File: config.mk
export PLATFORM = sky130hd
export DESIGN_NAME = pahb_lane
export DESIGN_NICKNAME = d
export VERILOG_FILES = /design/src/hdl/pahb_pkg.sv /design/src/hdl/pahb_lane.sv
export SDC_FILE = /design/constraint.sdc
export NUM_CORES = 2
export LEC_CHECK = 0
export BUFFER_PORTS_ARGS = -buffer_cell sky130_fd_sc_hd__buf_2
export CAP_MARGIN = 25
export CELL_PAD_IN_SITES_DETAIL_PLACEMENT = 0
export CELL_PAD_IN_SITES_GLOBAL_PLACEMENT = 2
export CORE_MARGIN = 10
export CORE_UTILIZATION = 34
export CTS_BUF_LIST = sky130_fd_sc_hd__clkbuf_16
export DETAILED_ROUTE_END_ITERATION = 7
export PLACE_DENSITY_LB_ADDON = 0.1
export SLEW_MARGIN = 20
export SYNTH_ARGS = -nofsm -noshare
export SYNTH_HDL_FRONTEND = slang
export SYNTH_SLANG_ARGS = --single-unit
File: constraint.sdc
create_clock -name clk -period 20 [get_ports clk]
set_input_delay 0 -clock clk [delete_from_list [all_inputs] [get_ports clk]]
set_output_delay 0 -clock clk [all_outputs]
set_load 0.02 [all_outputs]
File: src/hdl/pahb_pkg.sv
// Package: payload types, register indices and the coefficient tables for the half-band filter.
package pahb_pkg;

    localparam int SW = 24;
    localparam int CW = 18;
    localparam int NSTG = 6;

    localparam logic [1:0] RATE_SAME = 2'd0;
    localparam logic [1:0] RATE_DECIM = 2'd1;
    localparam logic [1:0] RATE_INTERP = 2'd2;

    localparam logic [1:0] CFG_RATE = 2'd0;
    localparam logic [1:0] CFG_STEEP = 2'd1;
    localparam logic [1:0] CFG_STAGES = 2'd2;

    typedef struct packed {
        logic signed [SW-1:0] left_sample;
        logic signed [SW-1:0] right_sample;
        logic                 block_last;
    } in_item_t;

    typedef struct packed {
        logic signed [SW-1:0] left_out;
        logic signed [SW-1:0] right_out;
        logic                 run_last;
    } out_item_t;

    // Per-lane control sent from the sequencer to each lane.
    typedef struct packed {
        logic       start;
        logic [2:0] stage;
        logic       zero_in;
        logic [CW-1:0] coef;
    } lane_ctl_t;

    // Coefficient lookup: path b selects the B table, n is stage count 1..6, s the stage.
    function automatic logic [CW-1:0] coef_lookup(input logic b, input logic steep,
                                                  input logic [2:0] n, input logic [2:0] s);
        logic [CW-1:0] c;
        c = '0;
        case ({b, steep, n, s})
            8'b0_0_001_000: c = 18'd61989;
            8'b0_0_010_000: c = 18'd20937;  8'b0_0_010_001: c = 18'd142961;
            8'b0_0_011_000: c = 18'd15807;  8'b0_0_011_001: c = 18'd108158;
            8'b0_0_011_010: c = 18'd202563;
            8'b0_0_100_000: c = 18'd9393;   8'b0_0_100_001: c = 18'd71314;
            8'b0_0_100_010: c = 18'd149961; 8'b0_0_100_011: c = 18'd216826;
            8'b0_0_101_000: c = 18'd6205;   8'b0_0_101_001: c = 18'd49780;
            8'b0_0_101_010: c = 18'd113134; 8'b0_0_101_011: c = 18'd173854;
            8'b0_0_101_100: c = 18'd225448;
            8'b0_0_110_000: c = 18'd4397;   8'b0_0_110_001: c = 18'd36444;
            8'b0_0_110_010: c = 18'd87163;  8'b0_0_110_011: c = 18'd140945;
            8'b0_0_110_100: c = 18'd189116; 8'b0_0_110_101: c = 18'd231260;
            8'b0_1_001_000: c = 18'd61989;
            8'b0_1_010_000: c = 18'd31649;  8'b0_1_010_001: c = 18'd173854;
            8'b0_1_011_000: c = 18'd33329;  8'b0_1_011_001: c = 18'd171134;
            8'b0_1_011_010: c = 18'd240568;
            8'b0_1_100_000: c = 18'd20215;  8'b0_1_100_001: c = 18'd126372;
            8'b0_1_100_010: c = 18'd208882; 8'b0_1_100_011: c = 18'd246743;
            8'b0_1_101_000: c = 18'd13489;  8'b0_1_101_001: c = 18'd94316;
            8'b0_1_101_010: c = 18'd176304; 8'b0_1_101_011: c = 18'd225205;
            8'b0_1_101_100: c = 18'd250091;
            8'b0_1_110_000: c = 18'd9616;   8'b0_1_110_001: c = 18'd71993;
            8'b0_1_110_010: c = 18'd147089; 8'b0_1_110_011: c = 18'd201783;
            8'b0_1_110_100: c = 18'd233901; 8'b0_1_110_101: c = 18'd252207;
            8'b1_0_001_000: c = 18'd187313;
            8'b1_0_010_000: c = 18'd74404;  8'b1_0_010_001: c = 18'd218736;
            8'b1_0_011_000: c = 18'd56616;  8'b1_0_011_001: c = 18'd158429;
            8'b1_0_011_010: c = 18'd242191;
            8'b1_0_100_000: c = 18'd35151;  8'b1_0_100_001: c = 18'd111234;
            8'b1_0_100_010: c = 18'd185150; 8'b1_0_100_011: c = 18'd246809;
            8'b1_0_101_000: c = 18'd23741;  8'b1_0_101_001: c = 18'd80703;
            8'b1_0_101_010: c = 18'd144599; 8'b1_0_101_011: c = 18'd200596;
            8'b1_0_101_100: c = 18'd249686;
            8'b1_0_110_000: c = 18'd17043;  8'b1_0_110_001: c = 18'd60540;
            8'b1_0_110_010: c = 18'd114424; 8'b1_0_110_011: c = 18'd165927;
            8'b1_0_110_100: c = 18'd210706; 8'b1_0_110_101: c = 18'd251650;
            8'b1_1_001_000: c = 18'd187313;
            8'b1_1_010_000: c = 18'd102331; 8'b1_1_010_001: c = 18'd233514;
            8'b1_1_011_000: c = 18'd105006; 8'b1_1_011_001: c = 18'd215067;
            8'b1_1_011_010: c = 18'd255934;
            8'b1_1_100_000: c = 18'd69722;  8'b1_1_100_001: c = 18'd174353;
            8'b1_1_100_010: c = 18'd231762; 8'b1_1_100_011: c = 18'd257427;
            8'b1_1_101_000: c = 18'd48816;  8'b1_1_101_001: c = 18'd138924;
            8'b1_1_101_010: c = 18'd204741; 8'b1_1_101_011: c = 18'd239647;
            8'b1_1_101_100: c = 18'd258336;
            8'b1_1_110_000: c = 18'd35795;  8'b1_1_110_001: c = 18'd110923;
            8'b1_1_110_010: c = 18'd177613; 8'b1_1_110_011: c = 18'd220172;
            8'b1_1_110_100: c = 18'd244198; 8'b1_1_110_101: c = 18'd258950;
            default: c = '0;
        endcase
        return c;
    endfunction

endpackage

File: src/hdl/pahb_lane.sv
// One allpass lane: stage state registers and a multiply/accumulate step (registered multiply, then accumulate).
module pahb_lane
    import pahb_pkg::*;
#(
    parameter int MAX_STAGES = 6,
    parameter int SAMPLE_WIDTH = 24
)
(
    input  logic                           clk,
    input  logic                           rst_n,
    input  lane_ctl_t                      ctl,
    input  logic signed [SAMPLE_WIDTH-1:0] x_in,
    input  logic                           use_own,
    input  logic [2:0]                     tap_stage,
    output logic signed [SAMPLE_WIDTH-1:0] y_out,
    output logic                           done,
    output logic signed [SAMPLE_WIDTH-1:0] y2_tap
);

    localparam int SWL = SAMPLE_WIDTH;
    localparam int PW = SWL + 1 + CW + 1;
    localparam logic signed [SWL+1:0] HI = (SWL+2)'((64'sd1 <<< (SWL-1)) - 1);
    localparam logic signed [SWL+1:0] LO = -HI - (SWL+2)'(1);

    logic signed [SWL-1:0] xd1_reg [MAX_STAGES];
    logic signed [SWL-1:0] xd2_reg [MAX_STAGES];
    logic signed [SWL-1:0] yd1_reg [MAX_STAGES];
    logic signed [SWL-1:0] yd2_reg [MAX_STAGES];

    logic signed [SWL-1:0] x_cur_reg;
    logic signed [PW-1:0]  prod_reg;
    logic [2:0]            stg_reg;
    logic                  mul_v_reg;
    logic signed [SWL-1:0] y_reg;
    logic                  done_reg;

    logic signed [SWL-1:0] x_now;
    logic signed [SWL:0]   diff;
    logic signed [PW-1:0]  rnd;
    logic signed [SWL+1:0] ysum;
    logic signed [SWL-1:0] ysat;
    logic [$clog2(MAX_STAGES+1)-1:0] si, ti, mi;

    assign si = ctl.stage[$clog2(MAX_STAGES+1)-1:0];
    assign ti = tap_stage[$clog2(MAX_STAGES+1)-1:0];
    assign mi = stg_reg[$clog2(MAX_STAGES+1)-1:0];

    // Stage input: the external sample, zero, or the lane's last result.
    always_comb
    begin
        if (!use_own)
            x_now = ctl.zero_in ? '0 : x_in;
        else
            x_now = y_reg;
        diff = SWL'(0) + {x_now[SWL-1], x_now} - {yd2_reg[si][SWL-1], yd2_reg[si]};
        rnd = (prod_reg + (PW'(1) <<< (CW-1))) >>> CW;
        ysum = {{2{xd2_reg[mi][SWL-1]}}, xd2_reg[mi]} + rnd[SWL+1:0];
        if (ysum > HI)
            ysat = HI[SWL-1:0];
        else if (ysum < LO)
            ysat = LO[SWL-1:0];
        else
            ysat = ysum[SWL-1:0];
    end

    // Multiply stage, then accumulate, saturate and shift the stage delays.
    always_ff @(posedge clk or negedge rst_n)
    begin
        if (!rst_n)
        begin
            mul_v_reg <= 1'b0;
            done_reg <= 1'b0;
            prod_reg <= '0;
            stg_reg <= '0;
            x_cur_reg <= '0;
            y_reg <= '0;
            for (int i = 0; i < MAX_STAGES; i++)
            begin
                xd1_reg[i] <= '0;
                xd2_reg[i] <= '0;
                yd1_reg[i] <= '0;
                yd2_reg[i] <= '0;
            end
        end
        else
        begin
            mul_v_reg <= ctl.start;
            done_reg <= mul_v_reg;
            if (ctl.start)
            begin
                prod_reg <= PW'(diff) * $signed({1'b0, ctl.coef});
                stg_reg <= ctl.stage;
                x_cur_reg <= x_now;
            end
            if (mul_v_reg)
            begin
                y_reg <= ysat;
                xd2_reg[mi] <= xd1_reg[mi];
                xd1_reg[mi] <= x_cur_reg;
                yd2_reg[mi] <= yd1_reg[mi];
                yd1_reg[mi] <= ysat;
            end
        end
    end

    assign y_out = y_reg;
    assign done = done_reg;
    assign y2_tap = yd2_reg[ti];

endmodule

## Word-level counts from Yosys, hierarchy flattened

Cells that the tools add are included.

- Flip-flop bits (word level): 673
- Latch bits: 0
- Memory bits (writable): 0
- Memory bits (read-only): 0
- Bits of input ports: 53
- Output and inout bits: 49
- Logic and storage cells: 69
- Memories: 0

- $add $sub $neg: 3
- Multiply operators: 1
- Divide/modulo/power cells: 0
- $lt $le $gt $ge: 6
- Equal/unequal tests: 0
- Shift-type cells: 0
- Mux-type cells: 25
- Bitwise operators: 3
- Reductions and logical operators: 1

Operators with widths:

| operator | number |
|---|---|
| bitwise mux 144 bit | 4 |
| binary-select mux 24 bit (select 3 bit) | 5 |
| 2-to-1 mux 24 bit | 15 |
| demux 24 bit (select 3 bit) | 1 |
| adder 44 x 19 -> 44 bit (second input constant) | 1 |
| multiplier 25 x 19 -> 44 bit | 1 |
| adder 26 bit | 1 |
| greater-than comparator 26 x 24 -> 1 bit (second input constant) | 1 |
| < comparator 26 x 24 -> 1 bit (second input constant) | 1 |
| subtractor 24 x 24 -> 25 bit | 1 |
| >= comparator 4 bit (second input constant) | 3 |
| inverter 3 -> 4 bit | 3 |
| < comparator 4 x 1 -> 1 bit (second input constant) | 1 |
| logical AND 1 bit | 1 |

## Depth between registers and ports, before layout

- Depth after elaboration: 9
- Depth in mapped cells: 41

## Least setup slack after synthesis

Ideal clock, no wire load.

- Path type: input -> register
- Start point: input ctl[19] (netlist bit)
- End point: register prod_reg[42]
- Data arrival time: 9.177 ns
- Data required time: 19.875 ns
- Path slack: 10.699 ns
- Cell stages on the path: 36
- Cells stage by stage: buf_1 -> mux4_2 -> a22oi_1 -> ha_1 -> a21o_1 -> a21o_1 -> a21oi_1 -> o21ai_1 -> a311oi_1 -> nor3_1 -> a2111oi_0 -> o21bai_1 -> xor2_1 -> clkbuf_1 -> and2_1 -> fa_1 -> fa_1 -> inv_1 -> fa_1 -> inv_1 -> fa_1 -> fa_1 -> inv_1 -> fa_1 -> inv_1 -> ha_1 -> nand2_1 -> o21a_1 -> a21oi_1 -> o2111ai_1 -> o221ai_1 -> a41oi_1 -> o31ai_1 -> a21oi_1 -> xnor2_1 -> mux2_2

- Word-level cells in the longest chain between the ends: 6

Ends and longest elaborated chain:

| element | line | text |
|---|---|---|
| start: declaration | pahb_lane.sv:11 | `input lane_ctl_t ctl,` |
| inverter 3 -> 4 bit (implied by the code) | pahb_lane.sv:55 | `diff = SWL'(0) + {x_now[SWL-1], x_now} - {yd2_reg[si][SWL-1], yd2_reg[si]};` |
| binary-select mux 24 bit (select 3 bit) | pahb_lane.sv:55 |  |
| 2-to-1 mux 24 bit (implied by the code) (2 in a row) | pahb_lane.sv:55 |  |
| subtractor 24 x 24 -> 25 bit | pahb_lane.sv:55 |  |
| multiplier 25 x 19 -> 44 bit | pahb_lane.sv:91 | `prod_reg <= PW'(diff) * $signed({1'b0, ctl.coef});` |
| end signal: assignment | pahb_lane.sv:91 |  |
| end: declaration | pahb_lane.sv:31 | `logic signed [PW-1:0] prod_reg;` |

No other way between the ends. The select of a mux whose other input is x is not followed.
A chain may end at the register's enable or synchronous reset.

## Final worst setup path

- Start point: input ctl[21] (netlist bit)
- End point: register prod_reg[42]

The elaborated chain is that of the path after synthesis.

==> impl_metrics.py <==
metrics = {
    "yosys": {
        "synth_cell_type_count": 78,
        "seq_area_frac_synth_pct": 34.3,
        "async_flop_share_pct": 100,
        "yosys_register_bits": 656,
        "synth_nets": 5479,
        "syn_area_um2": 47900,
        "postSynthAreaPerCell_um2": 9.94,
        "ys.flop_type": "dfrtp_1",
        "yosys_warnings": 0,
        "synth_edf_count": 0,
        "synthCells": 4821,
    },
    "sta": {
        "fin_crit_sh_pct": 54.8,
        "finalSetupViolCount": 0,
        "whs_ns": 0.0406,
        "tightest_slew_ns": 1.04,
        "final_hold_viol_count": 0,
        "fmax_ghz": 0.0913,
        "max_slew_margin_pct": 30.1,
        "min_period_ns": 10.95,
        "clock_skew_ns": 0.0542,
        "setup_tns_ns": 0,
        "drv_slew": 0,
        "rsz0062_at_grt": "false",
    },
    "cells_and_area": {
        "nFillCells": 14200,
        "fin_nets": 5476,
        "area_growth_pct": 11.1,
        "layout_commonest_cell": "nand2_1",
        "final_cell_mix": "nand2_1, dfrtp_1, inv_1, o21ai_0, fa_1",
        "final_layout_size_suffix_gt1_share_pct": 12.8,
    },
    "global_routing": {
        "grt_max_degree": 152,
        "grt_pass1_wl_um": 229000,
        "antenna_found_initial": 20,
        "globalRouteTotalUtil_pct": 19.0,
        "grt_pass1_vias": 35800,
        "overflow": 0,
    },
    "routing": {
        "drc": 0,
        "finalWirelength_um": 147000,
        "wl_per_cell_um": 21.7,
        "vias": 33400,
        "ant_nets": 0,
        "first_pass_iters": 5,
        "drt-initial-drc-count": 1601,
        "avgViaCountPerCell": 4.94,
    },
    "clock_network": {
        "clkTransAtPathRegs_ns": 0.06,
        "cts-resized-gates": 0,
        "cts_root_buffer": "clkbuf_16",
        "cts_sinks": 656,
        "ctsHoldBuffers": 25,
        "cts_max_level": 3,
        "postCtsSetupRepairBufs": 0,
        "insertion_delay_ns": 0.68,
        "cts_tree": "built",
        "numCtsBuffers": 77,
        "cts.path.max_buffers": 3,
    },
    "placement": {
        "gp_congestion": 0.775,
        "hpwl_um": 102000,
        "port_buffers": 101,
    },
    "hold_path": {
        "hp-class": "input port to flop",
        "holdPathStages": 3,
    },
    "run_status": {
        "status": "complete, no violations",
    },
    "setup_path": {
        "crit_path_top_delay_cell": "a311oi_1",
        "worstPathArrival_ns": 11.50,
        "reg2reg_depth": 33,
        "path_max_fanout": 25,
        "max_stage_delay_ns": 0.69,
        "worstSetupPathType": "input port to flop",
        "crit_top_cell": "fa_1",
        "cp-end-kind": "flop",
        "required_ns": 20.55,
        "cp-start-kind": "input port",
    },
    "floorplanning": {
        "io_pins": 102,
        "rows": 137,
        "start_util_pct": 34.3,
        "core-area_um2": 140000,
        "fp.dieH_um": 395,
        "die-area_um2": 156000,
        "die_x_um": 395,
    },
    "run": {
        "cap_viol_max_count": 0,
    },
}
[through the flow]
step	instance area, um^2	util (%)	std cells	setup slack [ns]
floorplan	47900	-	4821	10.70
global placement	50400	36.1	6579	8.89
detailed placement	50500	36.1	6585	8.82
CTS	53200	38.0	6747	9.00
global route	53200	38.1	6753	8.29
finish	53200	38.1	6753	9.05
[Yosys cell counts (all sizes together), types with 4 or more instances]
master | count | area, um^2
nand2 | 841 | 3160
dfrtp | 656 | 16400
inv | 592 | 2220
o21ai | 584 | 2930
fa | 446 | 8930
clkbuf | 244 | 916
mux2 | 216 | 2430
and2 | 202 | 1260
ha | 159 | 1990
mux2i | 148 | 1480
a21oi | 115 | 808
xnor2 | 72 | 638
nor2 | 71 | 272
mux4 | 66 | 1490
o211ai | 59 | 443
buf | 35 | 174
a21o | 27 | 203
xor2 | 27 | 236
a22oi | 24 | 180
o22ai | 24 | 150
a22o | 23 | 201
nor2b | 22 | 138
nand3 | 20 | 100
and3 | 15 | 93.8
nand2b | 14 | 87.6
nand4 | 12 | 75.1
o21bai | 10 | 75.1
a211oi | 9 | 77.6
a221oi | 9 | 91.3
o21a | 9 | 67.6
a31oi | 8 | 62.6
nor3 | 6 | 30.0
or2 | 6 | 37.5
o31ai | 4 | 30.0
[area by class of cell]
cell class	instances	area [um^2]	area share [%]
inverter	592	2220	4.18
clock buffer	78	1950	3.67
tap	1876	2350	4.41
clock inverter	59	465	0.875
sequential	656	16400	30.9
timing repair buffer	197	1390	2.61
multi-input combinational	3294	28400	53.4
antenna	1	2.50	0.00470
[cells by family after synthesis]
family / share of synthesized area [%]
AO/OA/AOI/OAI: 11.8
buffers and inverters: 6.91
XOR/XNOR: 1.83
adder cells (fa/ha/maj): 22.8
flip-flops: 34.3
multiplexers: 11.3
AND/OR/NAND/NOR: 11.2
[final timing paths]
path / from / end / slack (ns)
worst max-delay path: ctl[21] / prod_reg[42]$_DFFE_PN0P_ / 9.05
worst min-delay path: x_in[14] / x_cur_reg[14]$_DFFE_PN0P_ / 0.04
worst max register to register: yd2_reg[121]$_DFFE_PN0P_ / prod_reg[42]$_DFFE_PN0P_ / 9.47
worst min register to register: xd2_reg[86]$_DFFE_PN0P_ / xd2_reg[86]$_DFFE_PN0P_ / 0.47
max in group asynchronous: rst_n / prod_reg[30]$_DFFE_PN0P_ / 17.35
min in group asynchronous: rst_n / yd1_reg[21]$_DFFE_PN0P_ / 0.49
[worst max-delay path: cells and delay by family]
family / cells / cell delay, ns
fa+ha+maj: 9 / 3.95
simple gates: 4 / 0.86
mux: 1 / 0.26
buf+inv: 11 / 1.77
xor+xnor: 2 / 0.30
compound gates: 15 / 4.31
[layer usage]
layer,part of all wire (%),global-route usage (%),wire length (um),up-vias
li1,-,-,-,15800
met5,0.0089,0,13,-
met1,48,26.7,70000,17000
met2,47,31.0,68800,441
met3,3.5,2.94,5150,161
met4,1.9,3.69,2730,2
Power is not shown: default switching activity piles up to over one toggle a cycle in this logic, so the estimate is an artifact.
