[src/hdl/pahb_pkg.sv]
// Package: payload types, register indices and the coefficient tables for the half-band filter.
package pahb_pkg;

    localparam int SW = 24;
    localparam int CW = 18;
    localparam int NSTG = 6;

    localparam logic [1:0] RATE_SAME = 2'd0;
    localparam logic [1:0] RATE_DECIM = 2'd1;
    localparam logic [1:0] RATE_INTERP = 2'd2;

    localparam logic [1:0] CFG_RATE = 2'd0;
    localparam logic [1:0] CFG_STEEP = 2'd1;
    localparam logic [1:0] CFG_STAGES = 2'd2;

    typedef struct packed {
        logic signed [SW-1:0] left_sample;
        logic signed [SW-1:0] right_sample;
        logic                 block_last;
    } in_item_t;

    typedef struct packed {
        logic signed [SW-1:0] left_out;
        logic signed [SW-1:0] right_out;
        logic                 run_last;
    } out_item_t;

    // Per-lane control sent from the sequencer to each lane.
    typedef struct packed {
        logic       start;
        logic [2:0] stage;
        logic       zero_in;
        logic [CW-1:0] coef;
    } lane_ctl_t;

    // Coefficient lookup: path b selects the B table, n is stage count 1..6, s the stage.
    function automatic logic [CW-1:0] coef_lookup(input logic b, input logic steep,
                                                  input logic [2:0] n, input logic [2:0] s);
        logic [CW-1:0] c;
        c = '0;
        case ({b, steep, n, s})
            8'b0_0_001_000: c = 18'd61989;
            8'b0_0_010_000: c = 18'd20937;  8'b0_0_010_001: c = 18'd142961;
            8'b0_0_011_000: c = 18'd15807;  8'b0_0_011_001: c = 18'd108158;
            8'b0_0_011_010: c = 18'd202563;
            8'b0_0_100_000: c = 18'd9393;   8'b0_0_100_001: c = 18'd71314;
            8'b0_0_100_010: c = 18'd149961; 8'b0_0_100_011: c = 18'd216826;
            8'b0_0_101_000: c = 18'd6205;   8'b0_0_101_001: c = 18'd49780;
            8'b0_0_101_010: c = 18'd113134; 8'b0_0_101_011: c = 18'd173854;
            8'b0_0_101_100: c = 18'd225448;
            8'b0_0_110_000: c = 18'd4397;   8'b0_0_110_001: c = 18'd36444;
            8'b0_0_110_010: c = 18'd87163;  8'b0_0_110_011: c = 18'd140945;
            8'b0_0_110_100: c = 18'd189116; 8'b0_0_110_101: c = 18'd231260;
            8'b0_1_001_000: c = 18'd61989;
            8'b0_1_010_000: c = 18'd31649;  8'b0_1_010_001: c = 18'd173854;
            8'b0_1_011_000: c = 18'd33329;  8'b0_1_011_001: c = 18'd171134;
            8'b0_1_011_010: c = 18'd240568;
            8'b0_1_100_000: c = 18'd20215;  8'b0_1_100_001: c = 18'd126372;
            8'b0_1_100_010: c = 18'd208882; 8'b0_1_100_011: c = 18'd246743;
            8'b0_1_101_000: c = 18'd13489;  8'b0_1_101_001: c = 18'd94316;
            8'b0_1_101_010: c = 18'd176304; 8'b0_1_101_011: c = 18'd225205;
            8'b0_1_101_100: c = 18'd250091;
            8'b0_1_110_000: c = 18'd9616;   8'b0_1_110_001: c = 18'd71993;
            8'b0_1_110_010: c = 18'd147089; 8'b0_1_110_011: c = 18'd201783;
            8'b0_1_110_100: c = 18'd233901; 8'b0_1_110_101: c = 18'd252207;
            8'b1_0_001_000: c = 18'd187313;
            8'b1_0_010_000: c = 18'd74404;  8'b1_0_010_001: c = 18'd218736;
            8'b1_0_011_000: c = 18'd56616;  8'b1_0_011_001: c = 18'd158429;
            8'b1_0_011_010: c = 18'd242191;
            8'b1_0_100_000: c = 18'd35151;  8'b1_0_100_001: c = 18'd111234;
            8'b1_0_100_010: c = 18'd185150; 8'b1_0_100_011: c = 18'd246809;
            8'b1_0_101_000: c = 18'd23741;  8'b1_0_101_001: c = 18'd80703;
            8'b1_0_101_010: c = 18'd144599; 8'b1_0_101_011: c = 18'd200596;
            8'b1_0_101_100: c = 18'd249686;
            8'b1_0_110_000: c = 18'd17043;  8'b1_0_110_001: c = 18'd60540;
            8'b1_0_110_010: c = 18'd114424; 8'b1_0_110_011: c = 18'd165927;
            8'b1_0_110_100: c = 18'd210706; 8'b1_0_110_101: c = 18'd251650;
            8'b1_1_001_000: c = 18'd187313;
            8'b1_1_010_000: c = 18'd102331; 8'b1_1_010_001: c = 18'd233514;
            8'b1_1_011_000: c = 18'd105006; 8'b1_1_011_001: c = 18'd215067;
            8'b1_1_011_010: c = 18'd255934;
            8'b1_1_100_000: c = 18'd69722;  8'b1_1_100_001: c = 18'd174353;
            8'b1_1_100_010: c = 18'd231762; 8'b1_1_100_011: c = 18'd257427;
            8'b1_1_101_000: c = 18'd48816;  8'b1_1_101_001: c = 18'd138924;
            8'b1_1_101_010: c = 18'd204741; 8'b1_1_101_011: c = 18'd239647;
            8'b1_1_101_100: c = 18'd258336;
            8'b1_1_110_000: c = 18'd35795;  8'b1_1_110_001: c = 18'd110923;
            8'b1_1_110_010: c = 18'd177613; 8'b1_1_110_011: c = 18'd220172;
            8'b1_1_110_100: c = 18'd244198; 8'b1_1_110_101: c = 18'd258950;
            default: c = '0;
        endcase
        return c;
    endfunction

endpackage

[src/hdl/pahb_merge.sv]
// Merging stage: rounded half sums of the A path and the delayed B path (or the B tap) with saturation.
module pahb_merge
    import pahb_pkg::*;
#(
    parameter int SAMPLE_WIDTH = 24
)
(
    input  logic                           clk,
    input  logic                           rst_n,
    input  logic                           go,
    input  logic                           use_tap,
    input  logic                           keep_b,
    input  logic                           last,
    input  logic signed [SAMPLE_WIDTH-1:0] la, lb, ra, rb, ltap, rtap,
    output logic                           res_valid,
    output logic signed [SAMPLE_WIDTH-1:0] lres, rres,
    output logic                           res_last
);

    localparam logic signed [SAMPLE_WIDTH:0] HI = (SAMPLE_WIDTH+1)'((64'sd1 <<< (SAMPLE_WIDTH-1)) - 1);
    localparam logic signed [SAMPLE_WIDTH:0] LO = -HI - (SAMPLE_WIDTH+1)'(1);

    logic signed [SAMPLE_WIDTH-1:0] dbl_reg, dbr_reg;
    logic signed [SAMPLE_WIDTH-1:0] lq, rq;

    function automatic logic signed [SAMPLE_WIDTH-1:0] hs(input logic signed [SAMPLE_WIDTH-1:0] a,
                                                       input logic signed [SAMPLE_WIDTH-1:0] b);
        logic signed [SAMPLE_WIDTH+1:0] s;
        logic signed [SAMPLE_WIDTH:0] h;
        s = (SAMPLE_WIDTH+2)'(a) + (SAMPLE_WIDTH+2)'(b) + (SAMPLE_WIDTH+2)'(1);
        h = s[SAMPLE_WIDTH+1:1];
        if (h > HI) return HI[SAMPLE_WIDTH-1:0];
        if (h < LO) return LO[SAMPLE_WIDTH-1:0];
        return h[SAMPLE_WIDTH-1:0];
    endfunction

    assign lq = hs(la, use_tap ? ltap : dbl_reg);
    assign rq = hs(ra, use_tap ? rtap : dbr_reg);

    always_ff @(posedge clk or negedge rst_n)
    begin
        if (!rst_n)
        begin
            res_valid <= 1'b0;
            dbl_reg <= '0;
            dbr_reg <= '0;
            lres <= '0;
            rres <= '0;
            res_last <= 1'b0;
        end
        else
        begin
            res_valid <= go;
            if (go)
            begin
                lres <= lq;
                rres <= rq;
                res_last <= last;
                if (!keep_b)
                begin
                    dbl_reg <= lb;
                    dbr_reg <= rb;
                end
            end
        end
    end

endmodule

[config.mk]
export PLATFORM = sky130hd
export DESIGN_NAME = pahb_merge
export DESIGN_NICKNAME = d
export VERILOG_FILES = /design/src/hdl/pahb_pkg.sv /design/src/hdl/pahb_merge.sv
export SDC_FILE = /design/constraint.sdc
export NUM_CORES = 1
export LEC_CHECK = 0
export BUFFER_PORTS_ARGS = -buffer_cell sky130_fd_sc_hd__buf_4
export CORE_MARGIN = 3
export CORE_UTILIZATION = 36
export DETAILED_ROUTE_END_ITERATION = 10
export PLACE_DENSITY = 0.6
export SETUP_SLACK_MARGIN = 0.4
export SYNTH_ARGS = -nofsm -noshare
export SYNTH_HDL_FRONTEND = slang
export SYNTH_SLANG_ARGS = --single-unit
[constraint.sdc]
create_clock -name clk -period 3 [get_ports clk]
set_input_delay 0.45 -clock clk [delete_from_list [all_inputs] [get_ports clk]]
set_output_delay 0.45 -clock clk [all_outputs]
set_load 0.1 [all_outputs]
== After elaboration in Yosys (flattened, before gate mapping) ==
Index checks and enable logic that the tools add are counted.

* Add/sub/neg operators: 4
* Bitwise gates (word level): 1
* Reduce and logical (&&, ||, !) cells: 1
* Multiplexer cells: 16
* Order comparisons: 4

{| class="wikitable"
|+ Operators with widths
! kind !! count
|-
| 24-bit two-way mux || 10
|-
| 25-bit by 2-bit adder with 26-bit output, second input constant || 2
|-
| 24-bit by 24-bit adder with 25-bit output || 2
|-
| 25-bit by 24-bit greater-than comparator with 1-bit output, second input constant || 2
|-
| 25-bit by 24-bit less-than comparator with 1-bit output, second input constant || 2
|-
| 1-bit two-way mux || 6
|-
| 2-bit AND reduction || 1
|-
| 1-bit inverter || 1
|}

* Register bits: 98

== Logic depth before layout (Yosys ltp) ==
* Depth after elaboration: 8
* Depth in mapped cells: 14
* Depth with buffers taken out: 11

== Worst setup path after synthesis ==
Ideal clock, no wire load.

* Path type: in2reg
* From: input port use_tap
* To: register lres[18]
* Path slack: -0.699 ns
* Setup time: 0.125 ns
* Arrival: 3.575 ns
* Required time: 2.875 ns
* Cell stages on the path: 13
* Path through: buf_1 clkbuf_1 mux2_2 ha_1 a21o_1 o21bai_4 or3_1 a311o_1 a31oi_4 nand2_1 o21ai_2 buf_6 o2bb2ai_1

* Longest elaborated chain between the ends: 8
* Elaborated cells between the ends (all ways): 11
* Those cells by class: add/sub: 2; order compare: 2; mux: 7

{| class="wikitable"
|+ RTL lines
! item !! RTL line !! text
|-
| start, declared || pahb_merge.sv:11 || <nowiki>input logic use_tap,</nowiki>
|-
| 24-bit two-way mux (*) || pahb_merge.sv:37 || <nowiki>assign lq = hs(la, use_tap ? ltap : dbl_reg);</nowiki>
|-
| 24-bit by 24-bit adder with 25-bit output (*) || pahb_merge.sv:30 || <nowiki>s = (SAMPLE_WIDTH+2)'(a) + (SAMPLE_WIDTH+2)'(b) + (SAMPLE_WIDTH+2)'(1);</nowiki>
|-
| 25-bit by 2-bit adder with 26-bit output (*) || pahb_merge.sv:30 ||
|-
| 25-bit by 24-bit less-than comparator with 1-bit output || pahb_merge.sv:33 || <nowiki>if (h < LO) return LO[SAMPLE_WIDTH-1:0];</nowiki>
|-
| 1-bit two-way mux (2 in a row) || pahb_merge.sv:33 ||
|-
| 24-bit two-way mux || pahb_merge.sv:34 || <nowiki>return h[SAMPLE_WIDTH-1:0];</nowiki>
|-
| 24-bit two-way mux (*) || pahb_merge.sv:33 ||
|-
| end signal, assigned || pahb_merge.sv:56 || <nowiki>lres <= lq;</nowiki>
|-
| end, declared || pahb_merge.sv:16 || <nowiki>output logic signed [SAMPLE_WIDTH-1:0] lres, rres,</nowiki>
|}

Mark *: on every way between the ends. The rest lies on a longest branch, timed or not. The select of a mux whose other input is x is not followed.
A chain may end at the register's enable or synchronous reset.

== Worst setup path in the final report ==
* From: input port use_tap
* To: register rres[14]

* Longest elaborated chain between the ends: 8
* Elaborated cells between the ends (all ways): 11
* Those cells by class: add/sub: 2; order compare: 2; mux: 7

{| class="wikitable"
|+ RTL lines
! item !! RTL line !! text
|-
| 24-bit two-way mux (*) || pahb_merge.sv:38 || <nowiki>assign rq = hs(ra, use_tap ? rtap : dbr_reg);</nowiki>
|-
| 24-bit by 24-bit adder with 25-bit output (*) || pahb_merge.sv:30 ||
|-
| 25-bit by 2-bit adder with 26-bit output (*) || pahb_merge.sv:30 ||
|-
| 25-bit by 24-bit less-than comparator with 1-bit output || pahb_merge.sv:33 ||
|-
| 1-bit two-way mux (2 in a row) || pahb_merge.sv:33 ||
|-
| 24-bit two-way mux || pahb_merge.sv:34 ||
|-
| 24-bit two-way mux (*) || pahb_merge.sv:33 ||
|-
| end signal, assigned || pahb_merge.sv:57 || <nowiki>rres <= rq;</nowiki>
|-
| end, declared || pahb_merge.sv:16 ||
|}

Marks and branches as above.

==> impl_metrics.xml <==
<?xml version="1.0" encoding="UTF-8"?>
<metrics>
  <group name="routing">
    <metric name="detail_route.first_pass.iterations" unit="">4</metric>
    <metric name="vias_per_cell" unit="">5.23</metric>
    <metric name="initialDrtViolationCount" unit="">286</metric>
    <metric name="vias" unit="">6220</metric>
    <metric name="drtAntennaViolNets" unit="">0</metric>
    <metric name="routed_wire_length_per_instance" unit="um">18.2</metric>
    <metric name="remaining_drc_errors" unit="">0</metric>
    <metric name="routed_wirelength" unit="mm">21.7</metric>
  </group>
  <group name="logic_synthesis">
    <metric name="synth.net_count" unit="">821</metric>
    <metric name="yosysWarnings" unit="">0</metric>
    <metric name="synth_edf_count" unit="">0</metric>
    <metric name="ys_seq_elements" unit="">98</metric>
    <metric name="synth.top_cell.area_share" unit="">0.362</metric>
    <metric name="synthDominantAreaCellType" unit="">sky130_fd_sc_hd__dfrtp_1</metric>
    <metric name="ys_top_cells_by_count" unit="">116 x sky130_fd_sc_hd__mux2_2, 98 x sky130_fd_sc_hd__dfrtp_1, 46 x sky130_fd_sc_hd__ha_1, 45 x sky130_fd_sc_hd__a21oi_1, 43 x sky130_fd_sc_hd__nor2_1</metric>
    <metric name="ys_types" unit="">64</metric>
    <metric name="synth.most_common_cell" unit="">sky130_fd_sc_hd__mux2_2</metric>
    <metric name="post_synth_inst_count" unit="">623</metric>
    <metric name="synth.yosys.seq_area_share" unit="">0.362</metric>
    <metric name="syn-cell-area" unit="sq um">6770</metric>
    <metric name="syn_avg_cell_area" unit="sq um">10.9</metric>
    <metric name="synth.top_cells.by_area" unit="">sky130_fd_sc_hd__dfrtp_1 36%, sky130_fd_sc_hd__mux2_2 19%, sky130_fd_sc_hd__ha_1 8.5%</metric>
    <metric name="share_of_async_settable_or_async_resettable_flops_after_synthesis" unit="">1.00</metric>
    <metric name="synthFlopType" unit="">sky130_fd_sc_hd__dfrtp_1</metric>
  </group>
  <group name="critical_path">
    <metric name="crit_fanout" unit="">7</metric>
    <metric name="crit_family" unit="">compound AO/OA/AOI/OAI gates</metric>
    <metric name="timing.critical_path.cells" unit="">buf_16 -&gt; buf_4 -&gt; buf_16 -&gt; mux2_2 -&gt; ha_4 -&gt; o211ai_1 -&gt; a21oi_4 -&gt; o221a_4 -&gt; a31o_4 -&gt; a211o_4 -&gt; a21oi_4 -&gt; clkbuf_16 -&gt; nor2_1 -&gt; o2bb2ai_2</metric>
    <metric name="critPathSlowestCell" unit="">sky130_fd_sc_hd__mux2_2</metric>
    <metric name="critical_path_buf_inv_count" unit="">4</metric>
    <metric name="cp-start-kind" unit="">primary input</metric>
    <metric name="cp_data_required_time" unit="ns">3.29</metric>
    <metric name="worstSetupPathType" unit="">primary input to flop</metric>
    <metric name="crit_path_max_incr_delay" unit="ns">0.37</metric>
    <metric name="cp-end-kind" unit="">flop</metric>
    <metric name="timing.critical_path.arrival" unit="ns">3.20</metric>
  </group>
  <group name="cells_and_area">
    <metric name="antenna_cells_inserted" unit="">0</metric>
    <metric name="fillers" unit="">1476</metric>
    <metric name="area_of_the_multi_input_gates" unit="sq um">4800</metric>
    <metric name="instances_no_fill" unit="">1190</metric>
    <metric name="regArea" unit="sq um">2450</metric>
    <metric name="area_delta_synth_final" unit="%">58.5</metric>
    <metric name="layout.core_utilization" unit="">0.590</metric>
    <metric name="drive_gt1_frac" unit="">0.611</metric>
    <metric name="design.final.nets" unit="">1155</metric>
  </group>
  <group name="die">
    <metric name="initial_utilization" unit="">0.372</metric>
    <metric name="die_span_y" unit="um">143</metric>
    <metric name="core.rowCount" unit="">49</metric>
    <metric name="ioPinCount" unit="">200</metric>
    <metric name="die_w" unit="um">143</metric>
    <metric name="design.die.area" unit="sq um">20500</metric>
    <metric name="core_region" unit="sq um">18200</metric>
  </group>
  <group name="place">
    <metric name="port_buffers" unit="">199</metric>
    <metric name="post-place-cells" unit="">1153</metric>
    <metric name="routabilityCongestion" unit="">0.899</metric>
    <metric name="detailed_place_hpwl" unit="mm">15.9</metric>
  </group>
  <group name="clock_tree">
    <metric name="cts_buffers" unit="">9</metric>
    <metric name="clock_insertion_delay_worst_skew" unit="ns">0.36</metric>
    <metric name="clock_tree.root_cell" unit="">sky130_fd_sc_hd__clkbuf_16</metric>
    <metric name="tritoncts" unit="">built</metric>
    <metric name="cts_hold_buffers" unit="">0</metric>
    <metric name="clk_transition_reported_paths" unit="ns">0.07</metric>
    <metric name="cts.path.max_buffers" unit="">2</metric>
    <metric name="h-tree-depth" unit="">3</metric>
    <metric name="numClockSinks" unit="">98</metric>
  </group>
  <group name="global_routing">
    <metric name="grt_pass1_wl" unit="mm">33.3</metric>
    <metric name="gr-usage-all-layers" unit="">0.204</metric>
    <metric name="grt.overflow.total" unit="">0</metric>
    <metric name="grt_antenna_before_repair" unit="">0</metric>
    <metric name="first_global_vias" unit="">6625</metric>
    <metric name="grt_max_degree" unit="">54</metric>
  </group>
  <group name="run_status">
    <metric name="outcome" unit="">completed</metric>
  </group>
  <group name="sta">
    <metric name="hold_viol_final" unit="">0</metric>
    <metric name="min_period" unit="ns">2.91</metric>
    <metric name="drv_slew" unit="">0</metric>
    <metric name="worst_skew" unit="ns">0.00870</metric>
    <metric name="grt_setup_unrepaired" unit="">yes</metric>
    <metric name="timing.final.crit_share" unit="">0.970</metric>
    <metric name="timing.fmax" unit="GHz">0.344</metric>
    <metric name="worst_slew_pin_slew" unit="ns">0.652</metric>
    <metric name="setup_violations" unit="">0</metric>
    <metric name="max_slew_margin" unit="">0.565</metric>
  </group>
  <group name="min_path">
    <metric name="kind_of_path_behind_the_tightest_hold_check" unit="">primary input to asynchronous set/reset pin</metric>
  </group>
  <group name="pwr">
    <metric name="vdd_ir_drop_max" unit="uV">731</metric>
    <metric name="leakage" unit="nW">4.93</metric>
    <metric name="powerDensity" unit="nW/um^2">733</metric>
  </group>
  <group name="flow_run">
    <metric name="max_cap_viol_count" unit="">0</metric>
  </group>
</metrics>
-- cell usage in the layout (no fill, tap or decap), types with 4 or more instances in the layout --
cell type and n:
sky130_fd_sc_hd__buf_4 328, sky130_fd_sc_hd__mux2_2 112, sky130_fd_sc_hd__dfrtp_1 98, sky130_fd_sc_hd__ha_1 32, sky130_fd_sc_hd__a21oi_1 31, sky130_fd_sc_hd__nor2_1 30, sky130_fd_sc_hd__nand2_1 27, sky130_fd_sc_hd__xnor2_1 27
sky130_fd_sc_hd__a21o_1 21, sky130_fd_sc_hd__o2bb2ai_2 19, sky130_fd_sc_hd__ha_4 14, sky130_fd_sc_hd__inv_1 11, sky130_fd_sc_hd__xor2_1 11, sky130_fd_sc_hd__clkbuf_16 11, sky130_fd_sc_hd__nor2_4 10, sky130_fd_sc_hd__a21oi_2 9
sky130_fd_sc_hd__o21ai_0 9, sky130_fd_sc_hd__buf_6 8, sky130_fd_sc_hd__buf_12 8, sky130_fd_sc_hd__a31oi_1 7, sky130_fd_sc_hd__or3_1 6, sky130_fd_sc_hd__a21oi_4 6, sky130_fd_sc_hd__o21ai_1 6, sky130_fd_sc_hd__o21a_1 5
sky130_fd_sc_hd__and3_1 5, sky130_fd_sc_hd__nand2b_1 5, sky130_fd_sc_hd__nor3_1 5, sky130_fd_sc_hd__nand3_1 5, sky130_fd_sc_hd__mux2_4 4, sky130_fd_sc_hd__nor2_2 4, sky130_fd_sc_hd__o21ai_2 4, sky130_fd_sc_hd__nand4_1 4
-- through the flow --
step	hold slack [ns]	TNS (ns)	worst slack [ns]	power (W)	cell area (sq um)
after global placement	0.481	-5.44	-0.233	0.00619	9660
final	0.117	0	0.0894	0.00787	10700
after detailed placement	0.483	-6.71	-0.305	0.00625	9660
after floorplan	0.154	-1.44	-0.0772	0.00495	7030
after CTS	0.137	0	0.112	0.00767	10300
after global routing	0.157	-0.149	-0.0394	0.00824	10700
-- final cells by class --
| class | instances | share of cell area |
|---|---|---|
| inverter | 12 | 0.00420 |
| clock buffer | 11 | 0.0235 |
| sequential | 98 | 0.228 |
| timing repair buffer | 349 | 0.265 |
| clock inverter | 4 | 0.00478 |
| multi-input combinational | 487 | 0.447 |
| tap | 229 | 0.0267 |
-- worst register-to-register path: cells and delay by family, from the launching register on --
kind	cells	cell delay, ns
AOI/OAI and AO/OA	5	1.13
muxes	2	0.55
DFF	1	0.38
buffers and inverters	2	0.26
adders and majority gates	1	0.24
and+or+nand+nor	2	0.15
xor gates and xnor gates	1	0.07
-- metal layers --
metal  global-route usage  vias to the layer above  share of wire
met5                    0                        -              0
met4               0.0615                        0          0.019
met3               0.0335                       33          0.049
met2                0.374                      185           0.53
met1                0.243                     3023           0.40
li1                     -                     2979              -
-- worst paths after layout --
| kind | startpoint | end | slack [ns] | cells past startpoint |
|---|---|---|---|---|
| hold reg to reg | lres[0] | lres[0] | 0.50 | 1 |
| setup / recovery | use_tap | rres[14] | 0.09 | 14 |
| setup reg to reg | dbl_reg[0] | lres[21] | 0.11 | 13 |
| hold / removal | rst_n | dbr_reg[19] | 0.12 | 1 |
| max in group asynchronous | rst_n | dbr_reg[3] | 2.16 | 2 |
| min in group clk | lb[8] | dbl_reg[8] | 0.32 | 2 |
-- what timing repair did --
| item | CTS | global route |
|---|---|---|
| gates resized for setup | 40 | 61 |
| setup endpoints to repair | 36 | 39 |
| gates cloned | 3 | 2 |
| pin swaps | 16 | 12 |
| hold endpoints to repair | 0 | 0 |
| buffers inserted | 13 | 4 |
-- where the power goes --
| group | total, W | leakage (nW) | internal [W] | switching (W) |
|---|---|---|---|---|
| Combinational | 0.00474 | 3.62 | 0.00173 | 0.00301 |
| Clock | 0.00124 | 0.148 | 0.000689 | 0.000548 |
| Sequential | 0.00190 | 1.16 | 0.00165 | 0.000247 |
| Total | 0.00787 | 4.93 | 0.00406 | 0.00381 |
-- cells by family after synthesis --
| logic type | Yosys count | synth area share |
|---|---|---|
| buffers and inverters | 38 | 0.0255 |
| and+or+nand+nor | 121 | 0.0853 |
| xor gates and xnor gates | 39 | 0.0504 |
| AOI/OAI and AO/OA | 160 | 0.189 |
| DFF | 98 | 0.362 |
| muxes | 119 | 0.197 |
| adders and majority gates | 48 | 0.0909 |
Power figures use the tool's default switching activity.
